### config.mk
export PLATFORM = sky130hd
export DESIGN_NAME = sas_ram
export DESIGN_NICKNAME = d
export VERILOG_FILES = /design/src/hdl/sas_ram.sv
export SDC_FILE = /design/constraint.sdc
export NUM_CORES = 1
export LEC_CHECK = 0
export ABC_AREA = 1
export BUFFER_PORTS_ARGS = -buffer_cell sky130_fd_sc_hd__buf_2
export CELL_PAD_IN_SITES_DETAIL_PLACEMENT = 1
export CELL_PAD_IN_SITES_GLOBAL_PLACEMENT = 1
export CORE_UTILIZATION = 30
export DETAILED_ROUTE_END_ITERATION = 10
export GPL_ROUTABILITY_DRIVEN = 0
export GPL_TIMING_DRIVEN = 0
export PLACE_DENSITY_LB_ADDON = 0.1
export SLEW_MARGIN = 20
export SYNTH_ARGS = -nofsm -noshare
export SYNTH_HDL_FRONTEND = slang
export SYNTH_SLANG_ARGS = --single-unit
### constraint.sdc
create_clock -name clk -period 2.47 [get_ports clk]
set_input_delay 0.1235 -clock clk [delete_from_list [all_inputs] [get_ports clk]]
set_output_delay 0.1235 -clock clk [all_outputs]
set_load 0.1 [all_outputs]
### src/hdl/sas_ram.sv
// ----------------------------------------------------------------------------
// Sprite animation sequencer RAM
// Generic single-write, single-read RAM with registered read data.
// ----------------------------------------------------------------------------
module sas_ram #(
	parameter int WIDTH = 8,
	parameter int DEPTH = 16
) (
	input  logic                     clk,
	input  logic                     we,
	input  logic [$clog2(DEPTH)-1:0] waddr,
	input  logic [WIDTH-1:0]         wdata,
	input  logic                     re,
	input  logic [$clog2(DEPTH)-1:0] raddr,
	output logic [WIDTH-1:0]         rdata
);

	logic [WIDTH-1:0] mem [DEPTH];

	always_ff @(posedge clk) begin
		if (we) begin
			mem[waddr] <= wdata;
		end
		if (re) begin
			rdata <= mem[raddr];
		end
	end

endmodule

# After elaboration in Yosys (flattened, before gate mapping)
# Memory sizes are Yosys's and may differ from the RTL's. A register that Yosys moved wholly into a read port is not among the register bits.
# Cells that the tools add are included.
# Widths: inputs -> output; s select.
totals:
  regBits: 0
  latch_bits: 0
  mem_bits_rw: 128
  mem_bits_ro: 0
  out_inout_bits: 8
  wordCells: 3
  n_memories: 1
op_classes:
  addsub: 0
  multipliers: 0
  n_div: 0
  order_cmp: 0
  eq_ne: 0
  shift: 0
  muxes: 2
  bitwise: 0
  n_reduce_logical: 0
memory_table:
  columns: ["name", "words", "width", "read_ports", "rd_clocked_by_memory_dff", "wr", "line", "rtl"]
  rows:
  - ["mem", 16, 8, 1, 1, 1, "18", "logic [WIDTH-1:0] mem [DEPTH];"]
op_table:
  columns: ["operator", "count"]
  rows:
  - ["$mux 1", 2]

# Depth between registers and ports, before layout
depth:
  depth_word: 2
  mapped_depth: 8

# Worst setup path before layout
# Ideal clock, no wire load.
synth_path:
  path_type: "in2reg"
  start: "input port waddr[2]"
  end: "memory mem[10][0], enable pin"
  setup_time_ps: 370
  arrival_time_ps: 704
  required_ps: 2100
  slack_ps: 1396
  stages: 2
  n_path_buf: 0
  path_cell_list: "nand3b_1 -> nor2_1"
synth_lines:
  columns: ["element", "line", "rtl"]
  rows:
  - ["start, declared", "11", "input logic [$clog2(DEPTH)-1:0] waddr,"]
  - ["end, declared", "18", null]
# No word-level cell before the write port.

# Final worst setup path
layout_path:
  start: "input port waddr[2]"
  end: "memory mem[9][5], enable pin"
# No word-level cell before the write port.

==> flow_summary_export.csv <==
group,metric,value,unit
min_path,min_path_type,"input pin to register",
synthesis,ys_ff_latch,136,
grt,grt-busiest-layer,"met2",
grt,grt_pass1_wl,25.1,mm
route,drt_first_pass_iters,4,
place,dpl_cell_area,0.00629,mm^2
grt,grt_pass1_vias,3973,
worst_setup_path,cp-end-kind,"register",
route,drc,0,
sta,drv_slew,0,
cts,clk-insertion-delay-late,0.42,ns
floorplanning,core_area,0.0189,mm^2
floorplanning,start_util,30.9,%
grt,met1_usage,24.6,%
route,via_per_inst,4.48,
cts,clk_pin_slew,0.06,ns
worst_setup_path,start_kind,"input pin",
worst_setup_path,reg2regPathDepth,6,
grt,antenna_found_initial,0,
floorplanning,rows,50,
flow_run,maxCapViolCount,0,
worst_setup_path,cp.arrival,1.32,ns
sta,max_freq,781,MHz
min_path,holdPathEnd,"rdata[3]$_DFFE_PP_",
grt,use_met2,29.0,%
synthesis,ys.warnings.count,0,
layout,multi_input_area,0.00121,mm^2
floorplanning,die_x,142,um
cts,cts.hold.buffers_added,0,
grt,grt_use_met3,3.31,%
route,drt_iter0_drc,208,
place,io_buffers,23,
layout,layout.nets,612,
sta,setup_slack,1.19,ns
cts,clk_path_buf_depth,2,
worst_setup_path,crit_required,2.51,ns
worst_setup_path,ff2ff_setup_slack,1.25,ns
sta,tightest_slew,1.00,ns
floorplanning,top_level_ports,27,
sta,fin_crit_sh,51.9,%
outcome,status,"finished clean",
worst_setup_path,r2r-end,"rdata[5]$_DFFE_PP_",
route,num_vias,3880,
cts,post_cts_resized,0,
layout,drive_gt1_share,11.9,%
sta,tns,0,ns
synthesis,syn_nets,570,
layout,syn_to_final_growth,16.5,%
synthesis,yosysSeqAreaShare,69.8,%
place,dp_hpwl,11.3,mm
cts,cts.sinks,136,
synthesis,synth_cells,551,
min_path,whs_path_depth,1,
route,post_drt_wl_per_cell,19.6,um
synthesis,syn_area,0.00585,mm^2
layout,final_util,36.0,%
sta,period_needed,1.28,ns
power,p_per_area,784,mW/mm^2
synthesis,syn_area_per_cell,10.6,um^2
floorplanning,die_area,0.0201,mm^2
synthesis,ys_types,11,
layout,fin_area,0.00681,mm^2
min_path,min_from,"re",
grt,grt.total_usage,18.1,%
worst_setup_path,critPathKind,"input pin to register",
power,cellLeakagePower,0.00288,uW
cts,cts_root_buf,"clkbuf_16",
cts,htree_levels,4,
route,drt_wl_total,17.0,mm
sta,skew,0.00475,ns
route,drtAntennaViolNets,0,
floorplanning,die_h,142,um
sta,setup_viol,0,
worst_setup_path,r2r-start,"mem[10][5]$_DFFE_PP_",
sta,slew_headroom,33.1,%
power,vdd_drop_max,485,uV
layout,fillers,2171,
cts,cts_setup_buffers,0,
cts,tritoncts,"done",
sta,rsz0062_at_grt,"no",
layout,regArea,0.00408,mm^2
worst_setup_path,crit_fanout,8,
place,dp_slack,0.711,ns
grt,grt_max_degree,17,
grt,overflow,0,
sta,hold_violations,0,
cts,numCtsBuffers,17,
-- metal layers --
metal	vias up	part of all wire, %	wire, um
met5	-	0	0
met4	0	1.3	227
met3	14	3.7	624
met2	74	47	7970
met1	1927	48	8130
li1	1865	-	-
-- area by class of cell --
cell class | count | share of cell area (%)
multi-input cells | 289 | 17.8
diodes | 1 | 0.0367
inverters | 102 | 5.62
clock buffers | 19 | 6.36
clock inverters | 13 | 1.29
repair buffers | 23 | 1.69
plain buffers | 24 | 2.44
well taps | 260 | 4.78
flip-flops and latches | 136 | 60.0
-- cell families (layout without fill, tap and decap cells) --
logic type             Yosys count  after routing  share of synthesized area, %
buffers and inverters          126            181                          9.39
flip-flops                     136            136                          69.8
other                            0              1                             0
AND/OR/NAND/NOR                289            289                          20.8
-- layout by cell type (no fill, tap or decap) --
cell,count
nor2_1,17
buf_4,4
clkinv_2,4
buf_6,6
inv_2,2
buf_2,36
clkbuf_16,17
nand2_1,173
bufinv_16,1
clkinv_1,6
buf_1,1
edfxtp_1,136
inv_1,100
nand3_1,97
diode_2,1
nand3b_1,2
clkinvlp_4,2
clkbuf_1,2
-- flip-flops by register name, summed over array words and instances (netlist names) --
name / count
rdata: 8
mem: 128
-- critical path, cell delays in order --
cell,delay (ns)
buf_2,0.12
nand3b_1,0.26
nor2_1,0.81
-- through the flow --
stage,total power [uW],hold slack [ns],cells
2_1_floorplan,2920,0.222,551
3_3_place_gp,3090,0.498,834
3_5_place_dp,3100,0.508,834
4_1_cts,5390,0.0651,866
5_1_grt,5490,0.0733,866
6_report,5340,0.0677,867
-- synthesized netlist by cell type --
cell type  instances  area (um^2)
nor2_1            17         63.8
edfxtp_1         136         4080
nand2_1          173          649
nand3_1           97          485
buf_4              4         30.0
buf_1              1         3.75
nand3b_1           2         15.0
inv_1            100          375
buf_2             13         65.1
buf_6              6         67.6
inv_2              2         7.51
-- worst max-delay path by stage --
stage | depth (start not counted) | to | slack [ns] | from
floorplan | 2 | mem[10][0]$_DFFE_PP_ | 1.40 | waddr[2]
global placement | 3 | mem[9][1]$_DFFE_PP_ | 0.75 | waddr[2]
detailed placement | 3 | mem[9][6]$_DFFE_PP_ | 0.71 | waddr[2]
CTS | 3 | mem[9][3]$_DFFE_PP_ | 1.16 | waddr[2]
global route | 3 | mem[9][6]$_DFFE_PP_ | 1.14 | waddr[2]
finish | 3 | mem[9][5]$_DFFE_PP_ | 1.19 | waddr[2]
-- where the power goes --
| part | total (uW) | switching, uW | internal (uW) |
|---|---|---|---|
| Combinational | 431 | 334 | 96.9 |
| Clock | 2300 | 944 | 1350 |
| Sequential | 2610 | 11.6 | 2600 |
Power figures use the tool's default switching activity.
